$ cat config.mk
export PLATFORM = sky130hd
export DESIGN_NAME = credit_ordered_ready_queue
export DESIGN_NICKNAME = d
export VERILOG_FILES = /design/src/hdl/corq_pkg.sv /design/src/hdl/corq_slots.sv /design/src/hdl/corq_seq.sv /design/src/hdl/credit_ordered_ready_queue.sv
export SDC_FILE = /design/constraint.sdc
export NUM_CORES = 1
export LEC_CHECK = 0
export ABC_AREA = 1
export BUFFER_PORTS_ARGS = -buffer_cell sky130_fd_sc_hd__clkbuf_2
export CORE_UTILIZATION = 43
export CTS_BUF_LIST = sky130_fd_sc_hd__clkbuf_4
export CTS_CLUSTER_DIAMETER = 100
export CTS_CLUSTER_SIZE = 14
export DETAILED_ROUTE_END_ITERATION = 6
export HOLD_SLACK_MARGIN = 0.02
export PLACE_DENSITY = 0.7
export SLEW_MARGIN = 20
export SYNTH_ARGS = -nofsm -noshare
export SYNTH_HDL_FRONTEND = slang
export SYNTH_SLANG_ARGS = --single-unit
$ cat constraint.sdc
create_clock -name i_clk -period 7.12 [get_ports i_clk]
set_input_delay 0.356 -clock i_clk [delete_from_list [all_inputs] [get_ports i_clk]]
set_output_delay 0.356 -clock i_clk [all_outputs]
set_load 0.02 [all_outputs]
$ cat src/hdl/corq_pkg.sv
`timescale 1ns / 1ps
// ----------------------------------------------------------------------------
// corq_pkg: shared definitions of the credit-ordered ready queue
// Sizes, command and status codes, sequencer states and inter-module structs.
// ----------------------------------------------------------------------------
package corq_pkg;

    localparam int CAPACITY   = 16;
    localparam int MAX_CREDIT = 100;

    localparam int IDX_W    = $clog2(CAPACITY);
    localparam int CNT_W    = $clog2(CAPACITY + 1);
    localparam int THREAD_W = 8;
    localparam int CREDIT_W = 7;
    localparam int CMD_W    = 2;
    localparam int STATUS_W = 2;
    localparam int TOTAL_W  = 5;

    typedef logic [CMD_W-1:0]    t_cmd;
    typedef logic [STATUS_W-1:0] t_status;
    typedef logic [THREAD_W-1:0] t_thread;
    typedef logic [CREDIT_W-1:0] t_credit;
    typedef logic [IDX_W-1:0]    t_idx;
    typedef logic [CNT_W-1:0]    t_cnt;

    localparam t_cmd CMD_INSERT = 2'd0;
    localparam t_cmd CMD_REMOVE = 2'd1;
    localparam t_cmd CMD_CHANGE = 2'd2;

    localparam t_status ST_DONE    = 2'd0;
    localparam t_status ST_FULL    = 2'd1;
    localparam t_status ST_MISSING = 2'd2;

    typedef enum logic [2:0] {
        S_IDLE,
        S_FIND,
        S_SHDN,
        S_SCAN,
        S_SHUP,
        S_FINISH
    } t_state;

    // Slot store control from the sequencer
    typedef struct packed {
        logic    we;
        t_idx    waddr;
        t_thread wthread;
        t_credit wcredit;
        t_idx    raddr;
    } t_slot_ctl;

    // Slot store read data back to the sequencer and top level
    typedef struct packed {
        t_thread rthread;
        t_credit rcredit;
        t_thread head_thread;
        t_credit head_credit;
    } t_slot_rd;

    function automatic t_credit sat_credit(input t_credit c);
        if (int'(c) > MAX_CREDIT) begin
            return CREDIT_W'(MAX_CREDIT);
        end
        return c;
    endfunction

endpackage

$ cat src/hdl/corq_slots.sv
`timescale 1ns / 1ps
// ----------------------------------------------------------------------------
// corq_slots: entry store of the ready queue
// One write port, one indexed read port and a fixed tap on the head slot.
// ----------------------------------------------------------------------------
module corq_slots
    import corq_pkg::*;
(
    input  logic      i_clk,
    input  t_slot_ctl i_ctl,
    output t_slot_rd  o_rd
);

    t_thread r_thread [CAPACITY];
    t_credit r_credit [CAPACITY];

    always_ff @(posedge i_clk) begin
        if (i_ctl.we) begin
            r_thread[i_ctl.waddr] <= i_ctl.wthread;
            r_credit[i_ctl.waddr] <= i_ctl.wcredit;
        end
    end

    assign o_rd.rthread     = r_thread[i_ctl.raddr];
    assign o_rd.rcredit     = r_credit[i_ctl.raddr];
    assign o_rd.head_thread = r_thread[0];
    assign o_rd.head_credit = r_credit[0];

endmodule

$ cat src/hdl/corq_seq.sv
`timescale 1ns / 1ps
// ----------------------------------------------------------------------------
// corq_seq: command sequencer of the ready queue
// Walks the slots one per cycle to find, close up, search and open a gap.
// ----------------------------------------------------------------------------
module corq_seq
    import corq_pkg::*;
(
    input  logic      i_clk,
    input  logic      i_rst_n,
    input  logic      i_start,
    input  t_cmd      i_command,
    input  t_thread   i_thread_id,
    input  t_credit   i_credit,
    input  logic      i_out_free,
    input  t_slot_rd  i_rd,
    output t_slot_ctl o_ctl,
    output logic      o_idle,
    output logic      o_finish,
    output t_status   o_status,
    output t_cnt      o_occ
);

    t_state  r_state, n_state;
    t_cnt    r_idx, n_idx;
    t_cnt    r_pos, n_pos;
    t_cnt    r_occ, n_occ;
    t_cmd    r_cmd, n_cmd;
    t_thread r_id, n_id;
    t_credit r_cr, n_cr;
    t_status r_status, n_status;

    // Shared compare unit
    logic idx_lt_occ, next_lt_occ, idx_gt_pos, id_eq, credit_ge;

    assign idx_lt_occ  = r_idx < r_occ;
    assign next_lt_occ = (r_idx + CNT_W'(1)) < r_occ;
    assign idx_gt_pos  = r_idx > r_pos;
    assign id_eq       = i_rd.rthread == r_id;
    assign credit_ge   = i_rd.rcredit >= r_cr;

    always_ff @(posedge i_clk) begin
        if (!i_rst_n) begin
            r_state <= S_IDLE;
            r_occ   <= '0;
        end else begin
            r_state <= n_state;
            r_occ   <= n_occ;
        end
        r_idx    <= n_idx;
        r_pos    <= n_pos;
        r_cmd    <= n_cmd;
        r_id     <= n_id;
        r_cr     <= n_cr;
        r_status <= n_status;
    end

    // Next state and working registers
    always_comb begin
        n_state  = r_state;
        n_idx    = r_idx;
        n_pos    = r_pos;
        n_occ    = r_occ;
        n_cmd    = r_cmd;
        n_id     = r_id;
        n_cr     = r_cr;
        n_status = r_status;
        case (r_state)
            S_IDLE: begin
                if (i_start) begin
                    n_cmd    = i_command;
                    n_id     = i_thread_id;
                    n_cr     = sat_credit(i_credit);
                    n_idx    = '0;
                    n_status = ST_DONE;
                    case (i_command)
                        CMD_INSERT: begin
                            if (int'(r_occ) >= CAPACITY) begin
                                n_status = ST_FULL;
                                n_state  = S_FINISH;
                            end else begin
                                n_state = S_SCAN;
                            end
                        end
                        CMD_REMOVE, CMD_CHANGE: n_state = S_FIND;
                        default:                n_state = S_FINISH;
                    endcase
                end
            end
            S_FIND: begin
                if (!idx_lt_occ) begin
                    n_status = ST_MISSING;
                    n_state  = S_FINISH;
                end else if (id_eq) begin
                    n_state = S_SHDN;
                end else begin
                    n_idx = r_idx + CNT_W'(1);
                end
            end
            S_SHDN: begin
                if (next_lt_occ) begin
                    n_idx = r_idx + CNT_W'(1);
                end else begin
                    n_occ = r_occ - CNT_W'(1);
                    if (r_cmd == CMD_CHANGE) begin
                        n_idx   = '0;
                        n_state = S_SCAN;
                    end else begin
                        n_state = S_FINISH;
                    end
                end
            end
            S_SCAN: begin
                if (idx_lt_occ && credit_ge) begin
                    n_idx = r_idx + CNT_W'(1);
                end else begin
                    n_pos   = r_idx;
                    n_idx   = r_occ;
                    n_state = S_SHUP;
                end
            end
            S_SHUP: begin
                if (idx_gt_pos) begin
                    n_idx = r_idx - CNT_W'(1);
                end else begin
                    n_occ   = r_occ + CNT_W'(1);
                    n_state = S_FINISH;
                end
            end
            S_FINISH: begin
                if (i_out_free) begin
                    n_state = S_IDLE;
                end
            end
            default: n_state = S_IDLE;
        endcase
    end

    // Store control and handshake outputs
    always_comb begin
        o_ctl.we      = 1'b0;
        o_ctl.waddr   = r_idx[IDX_W-1:0];
        o_ctl.wthread = i_rd.rthread;
        o_ctl.wcredit = i_rd.rcredit;
        o_ctl.raddr   = r_idx[IDX_W-1:0];
        o_idle        = 1'b0;
        o_finish      = 1'b0;
        case (r_state)
            S_IDLE: o_idle = 1'b1;
            S_SHDN: begin
                o_ctl.raddr = IDX_W'(r_idx + CNT_W'(1));
                o_ctl.we    = next_lt_occ;
            end
            S_SHUP: begin
                o_ctl.raddr = IDX_W'(r_idx - CNT_W'(1));
                o_ctl.we    = 1'b1;
                if (!idx_gt_pos) begin
                    o_ctl.wthread = r_id;
                    o_ctl.wcredit = r_cr;
                end
            end
            S_FINISH: o_finish = i_out_free;
            default: ;
        endcase
    end

    assign o_status = r_status;
    assign o_occ    = r_occ;

endmodule

$ cat src/hdl/credit_ordered_ready_queue.sv
`timescale 1ns / 1ps
// Sequence: a full insert or unused command goes from acceptance straight to loading the
//   result; a change credit finds and closes up the entry, searches and opens a gap, then
//   loads the result; output stalls delay the load.
// Flow: one transaction at a time; the next is taken the cycle after the result
//   is registered.
// Reset: synchronous, active low; empties the queue, drops any pending result, stalls input.
// ----------------------------------------------------------------------------
// credit_ordered_ready_queue: stable sorted queue of thread entries
// Keeps entries in descending credit order, FIFO among equal credits, and
// answers each insert, remove or change-credit command with one result.
// ----------------------------------------------------------------------------
module credit_ordered_ready_queue
    import corq_pkg::*;
(
    input  logic                i_clk,
    input  logic                i_rst_n,
    input  logic                i_in_valid,
    output logic                o_in_stall,
    input  logic [CMD_W-1:0]    i_command,
    input  logic [THREAD_W-1:0] i_thread_id,
    input  logic [CREDIT_W-1:0] i_credit,
    output logic                o_out_valid,
    input  logic                i_out_stall,
    output logic [STATUS_W-1:0] o_status,
    output logic                o_head_valid,
    output logic [THREAD_W-1:0] o_head_thread,
    output logic [CREDIT_W-1:0] o_head_credit,
    output logic [TOTAL_W-1:0]  o_entry_total
);

    t_slot_ctl slot_ctl;
    t_slot_rd  slot_rd;
    logic      seq_idle;
    logic      seq_finish;
    t_status   seq_status;
    t_cnt      seq_occ;
    logic      in_accept;
    logic      out_free;

    logic      r_out_valid;
    t_status   r_status;
    logic      r_head_valid;
    t_thread   r_head_thread;
    t_credit   r_head_credit;
    logic [TOTAL_W-1:0] r_total;

    // Take a new transaction only while the sequencer is idle and out of reset
    assign o_in_stall = !seq_idle || !i_rst_n;
    assign in_accept  = i_in_valid && !o_in_stall;

    // The result register is free when empty or being drained this cycle
    assign out_free = !r_out_valid || !i_out_stall;

    corq_slots u_slots (
        .i_clk (i_clk),
        .i_ctl (slot_ctl),
        .o_rd  (slot_rd)
    );

    corq_seq u_seq (
        .i_clk       (i_clk),
        .i_rst_n     (i_rst_n),
        .i_start     (in_accept),
        .i_command   (i_command),
        .i_thread_id (i_thread_id),
        .i_credit    (i_credit),
        .i_out_free  (out_free),
        .i_rd        (slot_rd),
        .o_ctl       (slot_ctl),
        .o_idle      (seq_idle),
        .o_finish    (seq_finish),
        .o_status    (seq_status),
        .o_occ       (seq_occ)
    );

    // Result register: hold until taken, load when the sequencer completes
    always_ff @(posedge i_clk) begin
        if (!i_rst_n) begin
            r_out_valid <= 1'b0;
        end else if (seq_finish) begin
            r_out_valid <= 1'b1;
        end else if (!i_out_stall) begin
            r_out_valid <= 1'b0;
        end
    end

    // Capture the head snapshot; an empty queue reports zeros
    always_ff @(posedge i_clk) begin
        if (seq_finish) begin
            r_status <= seq_status;
            r_total  <= TOTAL_W'(seq_occ);
            if (seq_occ != '0) begin
                r_head_valid  <= 1'b1;
                r_head_thread <= slot_rd.head_thread;
                r_head_credit <= slot_rd.head_credit;
            end else begin
                r_head_valid  <= 1'b0;
                r_head_thread <= '0;
                r_head_credit <= '0;
            end
        end
    end

    assign o_out_valid   = r_out_valid;
    assign o_status      = r_status;
    assign o_head_valid  = r_head_valid;
    assign o_head_thread = r_head_thread;
    assign o_head_credit = r_head_credit;
    assign o_entry_total = r_total;

endmodule

# [Word level (Yosys, flattened, before mapping)]
# Memories as Yosys holds them, arrays and structs flattened. A register that Yosys moved wholly into a read port is not among the register bits.
# Index checks and enable logic that the tools add are counted.
[word_totals] register_bits=46 latchBits=0 mem_bits_rw=240 romBits=0 input_bits=21 output_inout_bits=25 word_cells=113 n_memories=2
[classes] add_sub_neg=4 multipliers=0 n_div=0 order_cmp=6 eq_ne=21 shift=0 mux=43 bitwise=1 reduce_logical=24
[mem_list] memory="u_slots.r_thread" words=16 width=8 rd=2 rd_clocked_by_memory_dff=1 wr=1 line_no="corq_slots.sv:14" source="t_thread r_thread [CAPACITY];"
[mem_list] memory="u_slots.r_credit" words=16 width=7 rd=2 rd_clocked_by_memory_dff=1 wr=1 line_no="corq_slots.sv:15" source="t_credit r_credit [CAPACITY];"
[op_table] op="5-bit two-way mux" count=9
[op_table] op="15-bit two-way mux" count=2
[op_table] op="3-bit two-way mux" count=9
[op_table] op="5-bit one-hot mux with 5 select lines" count=1
[op_table] op="3-bit one-hot mux with 6 select lines" count=1
[op_table] op="7-bit two-way mux" count=2
[op_table] op="2-bit != test (second input constant)" count=6
[op_table] op="6-bit AND reduction" count=2
[op_table] op="1-bit two-way mux" count=11
[op_table] op="5-bit by 1-bit adder with 5-bit output (second input constant)" count=2
[op_table] op="5-bit < comparator" count=2
[op_table] op="5-bit one-hot mux with 2 select lines" count=1
[op_table] op="5-bit nonzero test" count=2
[op_table] op="5-bit by 1-bit subtractor with 5-bit output (second input constant)" count=2
[op_table] op="8-bit equality test" count=1
[op_table] op="2-bit by 1-bit != test with 1-bit output (second input constant)" count=4
[op_table] op="4-bit one-hot mux with 2 select lines" count=1
[op_table] op="7-bit >= comparator" count=1
[op_table] op="7-bit > comparator (second input constant)" count=1
[op_table] op="1-bit logical NOT" count=7
[op_table] op="3-bit by 2-bit equality test with 1-bit output (second input constant)" count=2
[op_table] op="3-bit equality test (second input constant)" count=2
[op_table] op="2-bit two-way mux" count=3
[op_table] op="3-bit one-hot mux with 2 select lines" count=1
[op_table] op="18 further kinds" count=24

# [Longest topological paths before layout]
# Gate-level depths: netlist of run 1.
[depth] word_depth=9 depth_mapped=30 ltp_nobuf=26

# [Cells and area by module]
# A second synthesis of run 1 with hierarchy kept.
[unflattened] hier_cells=1393 hier_area_um2=13974.7
[by_module_without_submodules] module="corq_slots" n_inst=1 cells_each=995 area_per_inst_um2=10312.4
[by_module_without_submodules] module="corq_seq" n_inst=1 cells_each=333 area_per_inst_um2=2745.1
[by_module_without_submodules] module="credit_ordered_ready_queue" n_inst=1 cells_each=65 area_per_inst_um2=917.1

# [Worst setup path before layout of run 1]
# OpenSTA, ideal clock, no wires.
[synth_timing] path_kind="register to register" start="reg u_seq.r_idx[0]" end="reg u_seq.r_idx[0] (data pin)" arrival_time_ns=3.704 required_time_ns=6.857 path_slack_ns=3.153 path_stages_with_launch=28 n_path_buf=3 period_less_slack_ns=3.967 path_cell_list="edfxtp_1 -> inv_2 -> ha_1 -> nand3b_1 -> nand2_1 -> inv_1 -> nand2_2 -> buf_2 -> buf_2 -> buf_1 -> nand3_1 -> nand3_1 -> nand3_1 -> nand2_1 -> inv_1 -> ha_1 -> o21ai_0 -> a21boi_0 -> o21ai_0 -> nand2_1 -> a21oi_1 -> o211ai_1 -> nand2_1 -> inv_1 -> nand2_1 -> nand3_1 -> o21ai_0 -> o21ai_0"
[synth_via] elab_chain_len=7
[synth_rtl] item="start: declaration" line_no="corq_seq.sv:25" source="t_cnt r_idx, n_idx;"
[synth_rtl] item="start signal: assignment" line_no="corq_seq.sv:50" source="r_idx <= n_idx;"
[synth_rtl] item="5-bit by 1-bit subtractor with 5-bit output / 5-bit by 1-bit adder with 5-bit output (equally long branches)"
[synth_rtl] item="4-bit one-hot mux with 2 select lines" line_no="corq_seq.sv:148" source="case (r_state)"
[synth_rtl] item="memory 16 x 7 bit"
[synth_rtl] item="7-bit >= comparator" line_no="corq_seq.sv:40" source="assign credit_ge = i_rd.rcredit >= r_cr;"
[synth_rtl] item="1-bit logical AND" line_no="corq_seq.sv:114" source="if (idx_lt_occ && credit_ge) begin"
[synth_rtl] item="5-bit two-way mux" line_no="corq_seq.sv:114"
[synth_rtl] item="5-bit one-hot mux with 5 select lines (*)" line_no="corq_seq.sv:68" source="case (r_state)"
[synth_rtl] item="named net u_seq.n_idx[0]" line_no="corq_seq.sv:25"
# The timed path passes the listed nets; every way through them passes the cells marked *. The select of a mux whose other input is x is not followed.
# A chain may end at the register's enable or synchronous reset.

# [Final worst setup path of run 1]
# Ends and elaborated chain as after synthesis.

==> metrics.yaml, run 1 <==
antenna_found_initial: 1
dr.pass1.iters: 5
netlist.area_leader.share_pct: 66.4
cts_buffer_depth: 3
reg2reg_depth: 25
vias_per_cell: 5.40
worstSkewPairLatency_ps: 730
cts_setup_buffers: 0
clock-root-buffer: "clkbuf_4"
ioPinCount: 46
maxSlewViolCount: 0
holdPathStages: 3
synthFlopType: "edfxtp_1"
num-fill-cells: 2698
finalSetupViolations: 0
rsz0062_at_grt: "no"
rows: 63
yosysTopAreaCell: "edfxtp_1"
period_minus_slack_ps: 4750
grt_usage_pct: 19.8
clock-skew-final_ps: 62.2
cts_tree: "done"
cts.sinks: 301
worst_slew_pin_slew_ps: 1070
routabilityCongestion: 0.865
port_buffers: 45
route.detailed.drc: 0
wl_um: 30400
startpoint_type: "register"
hold_class: "input port to register"
outcome: "complete, no violations"
grt_pass1_wl_um: 47400
routedWlPerCell_um: 18.4
via_count: 8929
met2_usage_pct: 31.2
final_layout_size_suffix_gt1_share_pct: 11.2
synth_cells: 1194
critical_path_class: "register to register"
max_freq_ghz: 0.211
grt-busiest-layer: "met2"
die_w_um: 177
area_growth_pct: 8.75
slew_headroom_pct: 28.4
required_ps: 7600
synth_seq_area_share_pct: 67.8
synth.distinct_cells: 37
dp.cells: 1597
coreArea_um2: 30000
grt_max_degree: 72
use_met1_pct: 27.8
synth_edf_count: 292
postLayoutCoreUtil_pct: 47.9
syn_avg_cell_area_um2: 11.1
synth_seq_cells: 301
final_hold_viol_count: 0
synth.most_common_cell: "nand2_1"
synth_common_cells: "nand2_1, edfxtp_1, nand3_1"
multi_input_area_um2: 3690
yosysWarningCount: 0
start_util_pct: 44.1
hpwl_um: 18500
cts_htree_levels: 1
drv_cap: 0
synthArstFlopShare_pct: 0
cts_buffers: 25
antenna_left: 0
grt_overflow: 0
clk_pin_slew_ps: 160
dieArea_um2: 31400
synth_area_um2: 13200
drtIter0Drc: 909
finalSetupTns_ps: 0
seqCellArea_um2: 8950
grt_pass1_vias: 8549
finalCritPeriodShare_pct: 66.7
die_y_um: 177
met3_usage_pct: 3.50
worstPathArrival_ps: 5230
ys_top_cells_by_area: "edfxtp_1, nand2_1, nand3_1"
syn_nets: 1245
crit_path_max_fanout: 31
stdcell_count: 1655
nNetsFinal: 1306
endpoint_kind: "register"
metrics by stage:
stage	cell area, um2	setup WS (ps)	hold WS [ps]
after floorplan	13200	3150	400
after global placement	13800	2550	406
after detailed placement	13800	2390	411
after CTS	14300	2360	129
after global routing	14400	1660	84.9
final	14400	2370	85.0
what timing repair did:
action	CTS	global route
hold endpoints to repair	25	0
gates resized for setup	0	0
hold buffers	20	0
endpoints found under the setup margin	0	0
flip-flops by register name, summed over array words and instances, names as in the netlist:
signal / flops
o_entry_total: 5
o_head_credit: 7
o_head_thread: 8
o_head_valid: 1
o_out_valid: 1
o_status: 2
u_seq.o_occ: 5
u_seq.o_status: 2
u_seq.r_cmd: 2
u_seq.r_cr: 7
u_seq.r_id: 8
u_seq.r_idx: 5
u_seq.r_pos: 5
u_seq.r_state: 3
u_slots.r_credit: 112
u_slots.r_thread: 128
layout make-up:
type,count,share of cell area [%]
timing repair buffer,89,4.22
clock inverter,2,0.0871
inverter,96,2.51
clock buffer,34,1.78
multi-input combinational,742,25.7
tap,390,3.40
antenna,1,0.0174
sequential,301,62.3
critical path, stage by stage, from the launching register on:
cell,delay (ps)
edfxtp_1,660
inv_2,170
ha_1,260
xor2_1,140
nand2_1,90
o21ai_1,100
nor2_2,40
buf_4,260
inv_2,580
o221ai_1,240
o211ai_1,130
nand2_1,80
inv_1,90
ha_1,220
o21ai_0,150
a21boi_0,90
o21ai_0,150
nand2_1,70
a21oi_1,140
o211ai_1,170
nand2_1,120
inv_1,50
nand2_1,50
nand3_1,150
o21ai_0,190
o21ai_0,120
routing by layer:
layer	up-vias	routed length, um
met5	-	0
met4	0	621
met3	46	2560
met2	354	14000
met1	4275	13300
li1	4254	-
cell usage in the layout (no fill, tap or decap), types with 8 or more instances in the layout:
| cell | netlist | layout |
|---|---|---|
| a21oi_1 | 33 | 20 |
| a21oi_2 | 0 | 13 |
| buf_4 | 3 | 24 |
| clkbuf_2 | 0 | 45 |
| clkbuf_4 | 0 | 34 |
| dfxtp_1 | 9 | 9 |
| dlygate4sd3_1 | 0 | 20 |
| edfxtp_1 | 292 | 292 |
| ha_1 | 29 | 29 |
| inv_1 | 91 | 91 |
| nand2_1 | 313 | 312 |
| nand3_1 | 225 | 225 |
| nor2_1 | 63 | 59 |
| o211ai_1 | 8 | 8 |
| o21ai_0 | 25 | 25 |
final timing paths:
kind	startpoint	to	slack (ps)
setup reg to reg	u_seq.r_idx[0]	u_seq.r_idx[0]	2370
setup / recovery	u_seq.r_idx[0]	u_seq.r_idx[0]	2370
hold reg to reg	u_seq.o_status[1]	o_status[1]	450
hold / removal	i_in_valid	u_seq.r_cmd[1]	80
logic make-up (layout without fill, tap and decap cells):
family	count (synthesis)	in the layout	synth area share (%)
buffers and inverters	151	221	4.88
XOR/XNOR	6	6	0.398
AND/OR/NAND/NOR	626	626	20.6
AO/OA/AOI/OAI	80	80	3.44
adder cells (fa/ha/maj)	30	30	2.90
flip-flops	301	301	67.8
other	0	1	0
Power of run 1 is left out: the tool's default activity adds up to more than one toggle a clock period on the data nets, which glitch-free logic cannot reach.
==> run 2: changes to the inputs <==
Settings changed: PLACE_DENSITY 0.7 to 0.72.
Clock period 7.12 ns to 3.95 ns, I/O delays scaled along.
==> metrics.yaml, run 2 (synthesized netlist as in run 1, its figures left out) <==
clock-skew-final_ps: 31.8  # -30.5 ps
cts.sinks: 301  # unchanged
critical_path_class: "register to register"
rows: 63  # unchanged
dieArea_um2: 31400  # unchanged
worst_slew_pin_slew_ps: 1050  # -18.7 ps
routabilityCongestion: 0.889  # +2.8%
postLayoutCoreUtil_pct: 50.2  # +2.2 points
worstPathArrival_ps: 4170  # -1060 ps
cts_htree_levels: 1  # unchanged
drtIter0Drc: 1038  # +14%
most-common-layout-cells: "nand2_1, edfxtp_1, nand3_1"
nNetsFinal: 1375  # +5.3%
antenna_found_initial: 1  # unchanged
grt_usage_pct: 20.0  # +0.23 points
route.detailed.drc: 0  # unchanged
antenna_left: 0  # unchanged
wl_um: 31500  # +3.5%
cts_buffers: 25  # unchanged
whs_ps: 64.8  # -20.2 ps
final_common_cell: "nand2_1"
clock-root-buffer: "clkbuf_4"
max_freq_ghz: 0.270  # +28%
area_growth_pct: 13.8
via_count: 9264  # +3.8%
num-fill-cells: 2669  # -1.1%
hpwl_um: 19900  # +7.4%
port_buffers: 45  # unchanged
die_w_um: 177  # unchanged
crit_path_max_fanout: 7  # -77%
clk_pin_slew_ps: 150  # about the same
finalSetupViolations: 0  # unchanged
slew_headroom_pct: 29.7  # +1.3 points
hold_class: "input port to register"
outcome: "complete, no violations"
dp.cells: 1645  # +3.0%
die_y_um: 177  # unchanged
required_ps: 4420  # -3180 ps
grt_overflow: 0  # unchanged
cts_tree: "done"
vias_per_cell: 5.35  # -0.92%
maxSlewViolCount: 0  # unchanged
coreArea_um2: 30000  # unchanged
regMostFlops: "u_slots.r_thread"
drv_cap: 0  # unchanged
reg_top3: "u_slots.r_thread x128, u_slots.r_credit x112"
routedWlPerCell_um: 18.1  # -1.2%
final_hold_viol_count: 0  # unchanged
finalCritPeriodShare_pct: 93.8  # +27 points
endpoint_kind: "register"
startpoint_type: "register"
period_minus_slack_ps: 3710  # -1040 ps
final_layout_size_suffix_gt1_share_pct: 16.1  # +4.9 points
largest_register_ffs: 128  # unchanged
stdcell_count: 1733  # +4.7%
ioPinCount: 46  # unchanged
cts_buffer_depth: 3  # unchanged
dr.pass1.iters: 5  # unchanged
worstSkewPairLatency_ps: 720  # about the same
grt_max_degree: 64  # -11%
grt_pass1_wl_um: 48100  # +1.6%
start_util_pct: 44.1  # unchanged
grt_pass1_vias: 8793  # +2.9%
-- run 2: cell count changes in the layout (fill, tap and decap cells not counted), sizes merged --
cell,change
dlygate4sd3,+3
nand2,+1
clkbuf,+10
clkinv,+1
buf,+64
inv,-2
clkinvlp,+1
-- run 2: worst max-delay path, stage by stage (launching register included) --
cell and delay [ps]:
edfxtp_1 390, inv_2 90, buf_4 160, ha_1 220
xor2_1 140, nand2_1 100, o21ai_2 80, nor2_4 210
clkinv_4 110, buf_4 170, nand3_1 80, nand3_1 90
nand2_1 90, inv_1 40, ha_1 270, o21ai_1 70
a21boi_0 90, o21ai_1 120, nand2_1 70, a21oi_2 110
o211ai_1 160, nand2_1 120, inv_1 70, nand2_2 80
nand3_4 90, o21ai_2 130, o21ai_0 90
-- run 2: what timing repair did --
action	in CTS	in global routing
buffers inserted	0	17
hold buffers	23	0
cloned	0	2
resized for setup	2	20
hold endpoints to repair	46	0
pin swaps	0	10
setup endpoints to repair	1	13
-- run 2: metrics by stage --
stage / worst slack, ps / area (um2) / TNS (ps)
floorplan: 54.4 / 13200 / 0
global placement: 118 / 14200 / 0
detailed placement: -11.6 / 14200 / -11.6
CTS: 4.40 / 14800 / 0
global route: -23.0 / 15000 / -23.0
finish: 244 / 15000 / 0
-- run 2: final cells by class --
| cell class | count | area [um2] | area share, % |
|---|---|---|---|
| sequential | 301 | 8950 | 59.5 |
| multi-input combinational | 743 | 3720 | 24.7 |
| timing repair buffer | 157 | 1170 | 7.76 |
| tap | 390 | 488 | 3.25 |
| inverter | 96 | 365 | 2.43 |
| clock buffer | 43 | 323 | 2.15 |
| clock inverter | 2 | 16.3 | 0.108 |
| antenna | 1 | 2.50 | 0.0166 |
-- run 2: worst paths after layout --
check	from	to	slack (ps)	cells after the start
max reg2reg	u_seq.r_idx[0]	u_seq.r_idx[0]	240	26
max	u_seq.r_idx[0]	u_seq.r_idx[0]	240	26
min reg2reg	u_seq.o_status[0]	o_status[0]	450	0
min	i_in_valid	u_seq.r_id[5]	60	4
-- run 2: per-layer routing --
layer,track usage (%),share of wire (%),vias to the layer above
met5,0,0,-
met4,6.84,3.2,0
met3,2.26,7.6,81
met2,33.1,48,387
met1,27.4,42,4389
li1,-,-,4407
Power of run 2 is left out for the same reason.
==> run 3: changes to the inputs <==
Settings changed: BUFFER_PORTS_ARGS -buffer_cell sky130_fd_sc_hd__clkbuf_2 to -buffer_cell sky130_fd_sc_hd__buf_2.
==> metrics.yaml, run 3 (synthesized netlist as in run 1, its figures left out) <==
met3_usage_pct: 2.86  # +0.60 points
die_y_um: 177  # unchanged
maxSlewViolCount: 0  # unchanged
grt_pass1_wl_um: 48700  # +1.1%
wl_um: 31200  # -0.79%
drtIter0Drc: 892  # -14%
cts.sinks: 301  # unchanged
final_common_cell: "nand2_1"
postLayoutCoreUtil_pct: 49.5  # -0.66 points
finalCritPeriodShare_pct: 93.8  # about the same
route.detailed.drc: 0  # unchanged
drv_cap: 0  # unchanged
met2_usage_pct: 33.4  # +0.37 points
routabilityCongestion: 0.894  # +0.55%
num-fill-cells: 2655  # -0.52%
finalSetupTns_ps: 0  # unchanged
hpwl_um: 20000  # +0.56%
worstSkewPairLatency_ps: 730  # about the same
crit_path_max_fanout: 6  # -1
clock-root-buffer: "clkbuf_4"
start_util_pct: 44.1  # unchanged
clk_pin_slew_ps: 160  # about the same
clock-skew-final_ps: 54.9  # +23.1 ps
via_count: 9189  # -0.81%
nNetsFinal: 1359  # -1.2%
port_buffers: 45  # unchanged
grt_overflow: 0  # unchanged
required_ps: 4440  # +20 ps
worst_slew_pin_slew_ps: 1080  # +21.9 ps
outcome: "complete, no violations"
antenna_left: 0  # unchanged
dr.pass1.iters: 5  # unchanged
worstPathArrival_ps: 4190  # +20 ps
die_w_um: 177  # unchanged
finalSetupViolations: 0  # unchanged
seqCellArea_um2: 8950  # about the same
use_met1_pct: 27.6  # +0.19 points
final_hold_viol_count: 0  # unchanged
cts_htree_levels: 1  # unchanged
design_area_um2: 14800  # -1.3%
antenna_found_initial: 1  # unchanged
final_layout_size_suffix_gt1_share_pct: 14.3  # -1.8 points
area_growth_pct: 12.3
max_freq_ghz: 0.270  # about the same
holdPathStages: 4  # unchanged
cts_tree: "done"
reg2reg_depth: 25  # -3.8%
cts_buffer_depth: 3  # unchanged
regMostFlops: "u_slots.r_thread"
hold_class: "input port to register"
dieArea_um2: 31400  # unchanged
grt-busiest-layer: "met2"
grt_usage_pct: 20.1  # +0.11 points
reg_top3: "u_slots.r_thread x128, u_slots.r_credit x112"
startpoint_type: "register"
grt_pass1_vias: 8758  # -0.40%
rows: 63  # unchanged
multi_input_area_um2: 3680  # -1.0%
endpoint_kind: "register"
vias_per_cell: 5.38  # +0.58%
placed_area_um2: 14200  # about the same
coreArea_um2: 30000  # unchanged
period_minus_slack_ps: 3700  # -1.22 ps
grt_max_degree: 64  # unchanged
largest_register_ffs: 128  # unchanged
critical_path_class: "register to register"
cts_buffers: 25  # unchanged
ioPinCount: 46  # unchanged
slew_headroom_pct: 28.2  # -1.5 points
routedWlPerCell_um: 18.3  # +0.60%
most-common-layout-cells: "nand2_1, edfxtp_1, nand3_1"
## run 3: cell types whose count changed in the layout (fill, tap and decap cells not counted), moves of 2 or more
cell      before  now
buf_2          0   45
clkbuf_2      45    0
nor2_4         5    3
clkbuf_4      43   35
buf_6          0    3
nor2_2         1    3
nand2_2        6    4
buf_4         86   68
## run 3: per-layer routing
layer,wire length [um],part of all wire (%),vias to the layer above
met3,2100,6.7,53
met5,0,0,-
li1,-,-,4356
met1,13300,43,4439
met4,696,2.2,0
met2,15100,48,341
## run 3: path summary, 6_finish.rpt
path,slack (ps),start,end
worst max-delay path,250,u_seq.r_idx[0],u_seq.r_idx[0]
worst min-delay path,60,i_in_valid,u_seq.r_cmd[1]
worst max register to register,250,u_seq.r_idx[0],u_seq.r_idx[0]
worst min register to register,440,u_seq.o_status[1],o_status[1]
## run 3: critical path, stage by stage (launching register included)
cell	delay, ps
edfxtp_1	400
inv_2	50
buf_4	160
ha_1	220
xor2_1	140
nand2_1	80
o21ai_1	90
nor2_2	210
inv_2	100
buf_4	150
o211ai_1	160
nand2_1	70
inv_1	90
ha_1	230
o21ai_1	120
a21boi_0	80
o21ai_1	110
nand2_1	70
a21oi_2	110
o211ai_1	180
nand2_1	130
inv_1	60
nand2_1	70
nand3_2	120
o21ai_2	130
o21ai_0	110
## run 3: timing repair
item                       CTS  global route
hold buffers                22             0
setup endpoints to repair    0            13
hold endpoints to repair    50             0
setup buffers                0             6
resized for setup            0            16
## run 3: layout make-up
type | instances | area share (%)
clock inverter | 2 | 0.0844
timing repair buffer | 142 | 7.25
tap | 390 | 3.29
clock buffer | 35 | 1.77
inverter | 96 | 2.43
multi-input combinational | 742 | 24.8
sequential | 301 | 60.3
antenna | 1 | 0.0169
## run 3: metrics by stage
stage	worst slack, ps	cells	hold slack, ps
2_1_floorplan	54.4	1194	296
3_3_place_gp	217	1642	375
3_5_place_dp	189	1642	376
4_1_cts	120	1701	25.7
5_1_grt	-4.82	1709	53.9
6_report	245	1709	59.1
Power of run 3 is left out for the same reason.
